[src/rtl/ccr_pkg.sv]
package ccr_pkg;

   // Datapath widths
   localparam int XW = 64;   // vectoring x/y
   localparam int AW = 34;   // angle accumulator, Q2.30 plus headroom
   localparam int CW = 34;   // rotation cos/sin

   localparam int PRESCALE   = 28;
   localparam int ANGLE_BITS = 30;

   localparam logic signed [CW-1:0] INV_GAIN = 34'sd652032874;
   // floor(n/3) == (n * RECIP3) >> 33 for any 32-bit n
   localparam logic [31:0] RECIP3     = 32'hAAAA_AAAB;
   localparam int          RECIP3_SHR = 33;

   typedef struct packed {
      logic signed [31:0] z_real;
      logic signed [31:0] z_imag;
   } req_type;

   typedef struct packed {
      logic signed [31:0] root_real;
      logic signed [31:0] root_imag;
   } rsp_type;

   // Everything one item carries down the pipeline
   typedef struct packed {
      logic                 neg;
      logic [31:0]          p;
      logic signed [32:0]   q;
      logic [63:0]          sq_p;
      logic [63:0]          sq_q;
      logic [63:0]          rad;    // square root remainder
      logic [63:0]          res;    // square root result
      logic [63:0]          rem;    // cube root remainder
      logic [31:0]          cy;     // cube root result
      logic [63:0]          cysq;   // cy * cy
      logic signed [XW-1:0] vx;
      logic signed [XW-1:0] vy;
      logic signed [AW-1:0] ang;
      logic [63:0]          quot;
      logic signed [CW-1:0] rc;
      logic signed [CW-1:0] rs;
      logic signed [63:0]   pre;
      logic signed [63:0]   pim;
      rsp_type              out;
   } stage_type;

   // Arctangent of 2^-idx in Q2.30 radians
   function automatic logic signed [AW-1:0] atan_q30(input logic [4:0] idx);
      logic signed [AW-1:0] a;
      unique case (idx)
         5'd0:  a = 34'sd843314856;
         5'd1:  a = 34'sd497837829;
         5'd2:  a = 34'sd263043836;
         5'd3:  a = 34'sd133525158;
         5'd4:  a = 34'sd67021686;
         5'd5:  a = 34'sd33543515;
         5'd6:  a = 34'sd16775850;
         5'd7:  a = 34'sd8388437;
         5'd8:  a = 34'sd4194282;
         5'd9:  a = 34'sd2097149;
         5'd10: a = 34'sd1048575;
         5'd11: a = 34'sd524287;
         5'd12: a = 34'sd262143;
         5'd13: a = 34'sd131071;
         5'd14: a = 34'sd65535;
         5'd15: a = 34'sd32767;
         5'd16: a = 34'sd16383;
         5'd17: a = 34'sd8191;
         5'd18: a = 34'sd4095;
         5'd19: a = 34'sd2047;
         5'd20: a = 34'sd1023;
         5'd21: a = 34'sd511;
         5'd22: a = 34'sd255;
         5'd23: a = 34'sd127;
         5'd24: a = 34'sd63;
         5'd25: a = 34'sd31;
         5'd26: a = 34'sd15;
         5'd27: a = 34'sd8;
         5'd28: a = 34'sd4;
         5'd29: a = 34'sd2;
         5'd30: a = 34'sd1;
         default: a = '0;
      endcase
      return a;
   endfunction

endpackage

[src/rtl/ccr_cordic_step.sv]
module ccr_cordic_step #(
   parameter int W         = 64,
   parameter int SHIFT     = 0,
   parameter bit VECTORING = 1'b0
) (
   input  logic signed [W-1:0]           x_i,
   input  logic signed [W-1:0]           y_i,
   input  logic signed [ccr_pkg::AW-1:0] z_i,
   output logic signed [W-1:0]           x_o,
   output logic signed [W-1:0]           y_o,
   output logic signed [ccr_pkg::AW-1:0] z_o
);
   import ccr_pkg::*;

   logic                 up;
   logic signed [W-1:0]  dx;
   logic signed [W-1:0]  dy;
   logic signed [AW-1:0] a;

   // Vectoring drives y toward zero, rotation drives z toward zero
   always_comb begin
      up = VECTORING ? y_i[W-1] : !z_i[AW-1];
      dx = y_i >>> SHIFT;
      dy = x_i >>> SHIFT;
      a  = atan_q30(5'(SHIFT));
      if (up) begin
         x_o = x_i - dx;
         y_o = y_i + dy;
         z_o = z_i - a;
      end else begin
         x_o = x_i + dx;
         y_o = y_i - dy;
         z_o = z_i + a;
      end
   end

endmodule

[config.mk]
export PLATFORM = sky130hd
export DESIGN_NAME = ccr_cordic_step
export DESIGN_NICKNAME = d
export VERILOG_FILES = /design/src/rtl/ccr_pkg.sv /design/src/rtl/ccr_cordic_step.sv
export SDC_FILE = /design/constraint.sdc
export NUM_CORES = 1
export LEC_CHECK = 0
export BUFFER_PORTS_ARGS = -buffer_cell sky130_fd_sc_hd__buf_2
export CAP_MARGIN = 30
export CORE_UTILIZATION = 35
export DETAILED_ROUTE_END_ITERATION = 10
export PLACE_DENSITY_LB_ADDON = 0.12
export SYNTH_ARGS = -nofsm -noshare
export SYNTH_HDL_FRONTEND = slang
export SYNTH_SLANG_ARGS = --single-unit
export TNS_END_PERCENT = 100
[constraint.sdc]
create_clock -name vclk -period 12.7
set_clock_uncertainty 0.15 [all_clocks]
set_input_delay 1.27 -clock vclk [all_inputs]
set_output_delay 1.27 -clock vclk [all_outputs]
set_load 0.01 [all_outputs]
# Word-level counts from Yosys, hierarchy flattened
# Index checks and enable logic that the tools add are counted.
# word_totals
reg_bits	0
inputBits	162
out_inout_bits	162
# op_classes
add_sub_neg	5
n_mux	3
# ops
cell	count
64-bit 2-to-1 mux	2
64-bit subtractor	2
64-bit adder	1
34-bit by 31-bit adder with 34-bit output, second input constant	1
34-bit 2-to-1 mux	1
34-bit by 31-bit subtractor with 34-bit output, second input constant	1

# Depth between registers and ports, before layout
# Gate-level depths: netlist of run 1.
# logic_depth
depth_word	2
ltp_mapped	14

# Worst setup path after synthesis of run 1
# OpenSTA, ideal clock, no wires.
# synth_path
path_kind	input to output
from	input port z_i[33] in the netlist's numbering
to	output port z_o[33] in the netlist's numbering
arrival_ps	4676
setup_slack_ps	6604
path_stages	14
path_buffers	2
path_cell_list	inv_2 > clkbuf_1 > buf_1 > ha_1 > and4_1 > and2_1 > a32oi_1 > o22a_1 > a31oi_1 > and4_1 > o31a_1 > nor2_1 > o221ai_1 > a21oi_1
# synth_via
elab_chain_len	2
elab_cells_between_ends	3
classes_between	2 x add/sub; 1 x mux
# synth_lines
element	line_no	text
start: declaration	ccr_cordic_step.sv:8	input logic signed [ccr_pkg::AW-1:0] z_i,
34-bit by 31-bit subtractor with 34-bit output / 34-bit by 31-bit adder with 34-bit output (equally long branches)	ccr_cordic_step.sv:29, ccr_cordic_step.sv:33	
34-bit 2-to-1 mux (*)	ccr_cordic_step.sv:26	if (up) begin
end: declaration	ccr_cordic_step.sv:11	output logic signed [ccr_pkg::AW-1:0] z_o
# Every way passes the cells marked *; elsewhere a longest branch is shown, timed or not.

# Worst setup path in the final report of run 1
# layout_path
from	input port x_i[4]
to	output port y_o[59]
# layout_via
elab_chain_len	2
elab_cells_between_ends	3
classes_between	2 x add/sub; 1 x mux
# layout_lines
element	line_no	text
start: declaration	ccr_cordic_step.sv:6	input logic signed [W-1:0] x_i,
64-bit adder / 64-bit subtractor (equally long branches)	ccr_cordic_step.sv:28, ccr_cordic_step.sv:32	
64-bit 2-to-1 mux (*)	ccr_cordic_step.sv:26	
end: declaration	ccr_cordic_step.sv:10	output logic signed [W-1:0] y_o,
# Marks and branches as above.

==> out/qor.csv, run 1 <==
metric,value,unit
synthMuxAreaShare,0.0260,
hold_slack,2.39,ns
ios,324,
grt_max_degree,71,
crit_arrival,5.58,ns
yosys.area_share.adder,0.212,
synth-seq-area-share,0,
cp_num_cells,14,
critPathTopFamily,compound AO/OA/AOI/OAI gates,
hp-start,z_i[0],
synth_most_common_cell,a21oi_1,
maxCapViolCount,0,
yosysWarnings,0,
cp_slowest_cell,ha_1,
leakage,7.45,nW
synth_area_per_cell,6.57,sq um
synth_xor_xnor_area_share,0.0933,
finalSetupViolCount,0,
netlist_instances,2143,
core_area,39700,sq um
min_path_type,primary input to primary output,
rows,73,
cp-end-kind,primary output,
synth.distinct_cells,95,
wire_per_inst,22.0,microns
gp_congestion,1.01,
first_pass_iters,5,
rsz0062_at_grt,false,
grt_antenna_before_repair,2,
synth_area,14100,sq um
drtIter0Drc,1583,
synth_fp_nets,2542,
relSlewSlack,0.270,
ctsResizeCount,0,
synth_top_family_by_area,compound AO/OA/AOI/OAI gates,
cts_setup_buffers,0,
synthTopCellsByCount,"a21oi_1, ha_1, inv_1",
path_buf_inv,3,
slew_violations,0,
nNetsFinal,2766,
peakVddDrop,0.0303,mV
whs_path_depth,0,
clkbuf_count,0,
seq_cells,0,
post-synth-top-area-cell,ha_1,
antenna_cells,0,
syn_to_final_growth,12.8,%
die_y,203,microns
path_cells,buf_2 > inv_1 > ha_1 > nand2_1 > o21ai_1 > o211ai_1 > a211oi_1 > a21oi_1 > o211ai_1 > a21boi_1 > o2111ai_1 > nand2_1 > xnor2_1 > buf_2,
fmax,0.143,GHz
cts_hold_buf,0,
dpl.cell_count,2890,
grt_use_total,0.295,
synth_compound_area_frac,0.377,
slowest_delay,0.63,ns
io_buffers,318,
ant_nets,0,
overflow,0,
synth-simple-area-share,0.201,
power_density,63.9,nW/um^2
route.detailed.drc,0,
die_w,203,microns
start_util,0.354,
tightest_slew,1.09,ns
hold_viol_final,0,
synth_top_area_share,0.208,
dieArea,41000,sq um
seqCellArea,0,sq um
period_needed,7.00,ns
wl,63700,microns
fin_ws,5.70,ns
finalSetupTns,0,ns
synth.area.top_cells,"ha_1, a21oi_1, xnor2_1",
grt_pass1_vias,16000,
drive_gt1_frac,0.164,
preCtsSetupSlack,5.88,ns
dp_hpwl,53900,microns
grt_pass1_wl,96200,microns
instances_no_fill,2890,
cp_max_fo,13,
status,"complete, no violations",
critPathKind,primary input to primary output,
crit_required,11.28,ns
fin_crit_sh,0.551,
start_kind,primary input,
vias,17100,
hold-path-endpoint,z_o[0],
vias_per_cell,5.91,
==> where the power goes <==
part	total (mW)	switching, mW	internal, mW
sequential	0	0	0
clock	0	0	0
combinational	1.02	0.654	0.361
==> cells by family after synthesis <==
| logic type | after synthesis |
|---|---|
| buffers and inverters | 314 |
| AO/OA/AOI/OAI | 825 |
| multiplexers | 36 |
| XOR/XNOR | 150 |
| AND/OR/NAND/NOR | 581 |
| adder cells (fa/ha/maj) | 237 |
==> worst max-delay path by stage <==
stage,from,endpoint
after global routing,x_i[28],x_o[53]
after CTS,x_i[4],y_o[59]
after global placement,x_i[4],y_o[59]
after detailed placement,x_i[4],y_o[59]
final,x_i[4],y_o[59]
after floorplan,z_i[33],z_o[33]
==> stage by stage <==
step	cell area, sq um	util	total power [mW]
3_3_place_gp	15900	0.400	1.00
6_report	15900	0.400	1.02
2_1_floorplan	14100	-	0.636
3_5_place_dp	15900	0.400	0.999
5_1_grt	15900	0.400	1.10
4_1_cts	15900	0.400	1.00
==> routing by layer <==
metal,share of wire,track usage
met1,0.46,0.414
met2,0.46,0.496
met3,0.066,0.0263
met4,0.015,0.0379
met5,0.00039,0
==> layout by cell type, fill, tap and decap left out, types with 17 or more instances in the layout <==
cell      count
o21bai_1     66
nor2b_1      22
o21ai_1      19
o211ai_1     24
inv_1       205
a211oi_1     20
xor2_1       20
nand2_1     145
nor2_1      181
ha_1        234
nand3_1      38
mux2i_1      32
nor4_1       17
xnor2_1     130
nand2b_1     20
nor3_1       52
nand4_1      39
o21ai_0     147
o21a_1       17
a21o_1       47
buf_2       317
a21oi_1     309
a31oi_1      25
o31ai_1      28
==> cell type report <==
cell class | count | area, sq um
well taps | 525 | 657
inverters | 214 | 806
repair buffers | 322 | 1620
multi-input cells | 1829 | 12800
fillers | 4430 | 23800
(Power assumes the default switching activity.)
==> inputs of run 2 (changes only) <==
Settings changed: ABC_AREA set to 1.
Clock period 12.7 ns to 5.94 ns, I/O delays scaled along.
==> out/qor.csv, run 2 <==
metric,value,unit,change
status,"complete, no violations",,
die_w,243,microns,+20%
die_y,243,microns,+20%
tightest_slew,0.973,ns,-0.114 ns
cp-end-kind,primary output,,
layout_commonest_cell,nand2_1,,
synth_top_family_by_area,simple AND/OR/NAND/NOR gates,,
overflow,0,,unchanged
seqCellArea,0,sq um,unchanged
seq_cells,0,,unchanged
netlist_instances,4121,,+92%
period_needed,4.39,ns,
crit_top_cell,nand2_1,,
grt_antenna_before_repair,0,,-2
yosysWarnings,0,,unchanged
io_buffers,318,,unchanged
finalSetupTns,0,ns,unchanged
post-synth-top-area-cell,nand2_1,,
wl,91600,microns,+44%
synth-simple-area-share,0.502,,+0.302
leakage,13.9,nW,+87%
min_path_type,primary input to primary output,,
endpoint,z_o[24],,
drtIter0Drc,2290,,+45%
finalSetupViolCount,0,,unchanged
crit_arrival,3.65,ns,-1.93 ns
grt_use_total,0.298,,+0.00350
relSlewSlack,0.351,,+0.0818
multi_input_area,16100,sq um,+26%
synth.distinct_cells,49,,-48%
critPathKind,primary input to primary output,,
yosys.area_share.adder,0.147,,-0.0647
crit_required,5.20,ns,-6.08 ns
synthTopCellsByCount,"nand2_1, inv_1, nand3_1",,
hold_viol_final,0,,unchanged
synth_area,20300,sq um,+44%
rows,87,,+19%
nNetsFinal,4750,,+72%
power_density,117,nW/um^2,+84%
synth_top_area_share,0.291,,+0.0831
gp_congestion,1.03,,+1.7%
hold_slack,1.04,ns,-1.35 ns
cts_hold_buf,0,,unchanged
grt_max_degree,84,,+18%
route.detailed.drc,0,,unchanged
cts_setup_buffers,0,,unchanged
dp_hpwl,81200,microns,+51%
peakVddDrop,0.0498,mV,+65%
clkbuf_count,0,,unchanged
vias_per_cell,5.00,,-16%
fmax,0.228,GHz,
ant_nets,0,,unchanged
synth-seq-area-share,0,,unchanged
cp_slowest_cell,buf_4,,
nFillCells,6944,,+57%
slew_violations,0,,unchanged
slowest_delay,0.58,ns,-0.05 ns
rsz0062_at_grt,false,,
grt_pass1_vias,23600,,+48%
dieArea,58800,sq um,+43%
fin_crit_sh,0.740,,
start_util,0.356,,+0.00219
core_area,56800,sq um,+43%
grt_pass1_wl,136000,microns,+42%
whs_path_depth,0,,unchanged
synth_xor_xnor_area_share,0.0302,,-0.0631
first_pass_iters,8,,+3
synthMuxAreaShare,0.000494,,-0.0255
vias,25500,,+49%
syn_to_final_growth,9.23,%,
synth_fp_nets,4520,,+78%
cp_max_fo,83,,+70
synth.area.top_cells,"nand2_1, inv_1, ha_1",,
crit_path_start,z_i[33],,
path_cells,buf_4 > inv_4 > ha_1 > nand2_1 > nor2_1 > inv_1 > o21ai_1 > nand2_1 > nand2_1 > nand3_1 > nand2_1 > nand2_1 > nand2_1 > buf_2,,
synth_area_per_cell,4.92,sq um,-25%
start_kind,primary input,,
ios,324,,unchanged
synth_compound_area_frac,0.114,,-0.262
antenna_cells,0,,unchanged
layout_common_cells,"nand2_1, inv_1, buf_2",,
synth_most_common_cell,nand2_1,,
drive_gt1_frac,0.129,,-0.0344
maxCapViolCount,0,,unchanged
ctsResizeCount,0,,unchanged
wire_per_inst,17.9,microns,-19%
-- run 2: cell types whose count changed after synthesis, moves of 39 or more --
cell,before,now
nor2_1,181,237
xnor2_1,130,8
nand2_2,2,53
inv_2,7,48
nor2_2,0,72
a21oi_1,309,217
nand3_1,38,316
nand2_1,145,1571
o21bai_1,66,22
xor2_1,20,60
nor3_1,52,13
inv_1,205,868
-- run 2: worst max-delay path: cells and delay by family --
kind | cells | cell delay, ns
buffers and inverters | 4 | 1.28
adders and majority gates | 1 | 0.58
AOI/OAI and AO/OA | 1 | 0.32
and+or+nand+nor | 8 | 0.76
-- run 2: kinds of logic (layout without fill, tap and decap cells) --
| kind of cell | count (synthesis) | after routing |
|---|---|---|
| multiplexers | 1 | 1 |
| buffers and inverters | 1015 | 1243 |
| AO/OA/AOI/OAI | 428 | 428 |
| XOR/XNOR | 69 | 69 |
| AND/OR/NAND/NOR | 2371 | 2371 |
| adder cells (fa/ha/maj) | 237 | 237 |
-- run 2: cell type report --
type	instances	share of cell area
multi-input combinational	3106	0.728
inverter	923	0.157
tap	756	0.0428
timing repair buffer	320	0.0727
-- run 2: worst min path at each step --
stage                     startpoint      to  slack (ns)
after floorplan               z_i[3]  z_o[3]        1.08
after global placement        z_i[0]  z_o[0]        1.04
after detailed placement      z_i[0]  z_o[0]        1.04
after CTS                     z_i[0]  z_o[0]        1.04
after global routing          z_i[0]  z_o[0]        1.04
final                         z_i[0]  z_o[0]        1.04
-- run 2: routing by layer --
| metal | routed length (microns) | GRT usage |
|---|---|---|
| met2 | 39000 | 0.475 |
| met1 | 42700 | 0.421 |
| met5 | 0 | 0 |
| met4 | 3550 | 0.0967 |
| met3 | 6280 | 0.0236 |
-- run 2: where the power goes --
group	internal (mW)	switching (mW)
combinational	0.776	1.82
sequential	0	0
clock	0	0
total	0.776	1.82
-- run 2: metrics by stage --
| stage | setup slack, ns | area (sq um) | std cells | power (mW) | utilization |
|---|---|---|---|---|---|
| floorplan | 2.58 | 20300 | 4121 | 1.65 | - |
| global placement | 1.60 | 22100 | 5105 | 2.55 | 0.389 |
| detailed placement | 1.57 | 22100 | 5105 | 2.54 | 0.389 |
| CTS | 1.58 | 22100 | 5105 | 2.55 | 0.389 |
| global route | 1.24 | 22100 | 5105 | 2.83 | 0.389 |
| finish | 1.55 | 22100 | 5105 | 2.60 | 0.389 |
==> inputs of run 3 (changes only) <==
Clock period 5.94 ns to 4.6 ns, I/O delays scaled along.
==> out/qor.csv, run 3 (same netlist as run 2, synthesis figures left out) <==
metric,value,unit,change
crit_top_cell,nand2_1,,
path_cells,buf_2 > inv_1 > ha_1 > nand2_1 > nor2_2 > nand2_1 > nor3_2 > nand2_1 > nand3_1 > nor2_1 > o31ai_1 > buf_2,,
start_util,0.356,,unchanged
power_density,152,nW/um^2,+29%
leakage,13.9,nW,+0.10%
start_kind,primary input,,
wl,92400,microns,+0.91%
layout_common_cells,"nand2_1, inv_1, buf_2",,
grt_use_total,0.300,,+0.00185
slowest_delay,0.70,ns,+0.12 ns
route.detailed.drc,0,,unchanged
peakVddDrop,0.0655,mV,+31%
status,"complete, no violations",,
relSlewSlack,0.414,,+0.0628
syn_to_final_growth,9.34,%,
gp_congestion,1.03,,-0.25%
antenna_cells,0,,unchanged
finalSetupViolCount,0,,unchanged
die_w,243,microns,unchanged
cts_setup_buffers,0,,unchanged
overflow,0,,unchanged
ctsResizeCount,0,,unchanged
grt_max_degree,67,,-20%
die_y,243,microns,unchanged
vias_per_cell,5.03,,+0.62%
fin_ws,0.502,ns,-1.05 ns
maxCapViolCount,0,,unchanged
layout_commonest_cell,nand2_1,,
preCtsSetupSlack,0.618,ns,-0.954 ns
grt_antenna_before_repair,0,,unchanged
nNetsFinal,4753,,+0.063%
dp_hpwl,82400,microns,+1.5%
drtIter0Drc,2453,,+7.1%
min_path_type,primary input to primary output,,
vias,25700,,+0.68%
slew_violations,0,,unchanged
cts_hold_buf,0,,unchanged
seqCellArea,0,sq um,unchanged
cp_max_fo,11,,-87%
rsz0062_at_grt,false,,
drive_gt1_frac,0.130,,+0.000600
cp-end-kind,primary output,,
ant_nets,0,,unchanged
crit_arrival,3.49,ns,-0.16 ns
first_pass_iters,6,,-2
grt_pass1_wl,137000,microns,+0.21%
fin_crit_sh,0.891,,
crit_required,3.99,ns,-1.21 ns
core_area,56800,sq um,unchanged
period_needed,4.10,ns,
hold_viol_final,0,,unchanged
io_buffers,318,,unchanged
seq_cells,0,,unchanged
rows,87,,unchanged
grt_pass1_vias,23500,,-0.62%
fmax,0.244,GHz,
clkbuf_count,0,,unchanged
tightest_slew,0.879,ns,-0.0942 ns
cp_slowest_cell,ha_1,,
dieArea,58800,sq um,unchanged
finalSetupTns,0,ns,unchanged
wire_per_inst,18.1,microns,+0.85%
critPathKind,primary input to primary output,,
ios,324,,unchanged
run 3: cell types whose count changed in the layout (fill, tap and decap cells not counted):
cell,change
buf_4,+3
run 3: worst paths after layout:
path | slack, ns | depth (start not counted) | start | endpoint
setup / recovery | 0.50 | 12 | x_i[19] | x_o[23]
hold / removal | 0.77 | 0 | z_i[0] | z_o[0]
run 3: layout make-up:
class	instances	area [sq um]
multi-input cells	3106	16100
fillers	6812	34700
well taps	756	946
repair buffers	323	1630
inverters	923	3470
run 3: routing by layer:
metal	GRT usage	vias to the layer above	share of wire
met4	0.0917	0	0.036
met5	0	-	0
met2	0.486	1162	0.43
met3	0.0297	132	0.082
li1	-	12900	-
met1	0.416	11500	0.45
run 3: metrics by stage:
stage	area (sq um)	cells	hold WS (ns)	util	power (mW)
finish	22100	5108	0.770	0.390	3.36
global route	22100	5108	0.770	0.390	3.65
CTS	22100	5108	0.770	0.390	3.29
detailed placement	22100	5108	0.770	0.390	3.28
global placement	22100	5108	0.770	0.390	3.29
floorplan	20300	4121	0.814	-	2.13
run 3: report_power, final:
part / internal (mW) / switching [mW] / total, mW
clock network: 0 / 0 / 0
registers: 0 / 0 / 0
logic: 1.00 / 2.35 / 3.36
run 3: critical path, delay by kind of cell:
kind | cells | cell delay (ns)
buffers and inverters | 3 | 0.33
AO/OA/AOI/OAI | 1 | 0.33
AND/OR/NAND/NOR | 7 | 1.65
adder cells (fa/ha/maj) | 1 | 0.70
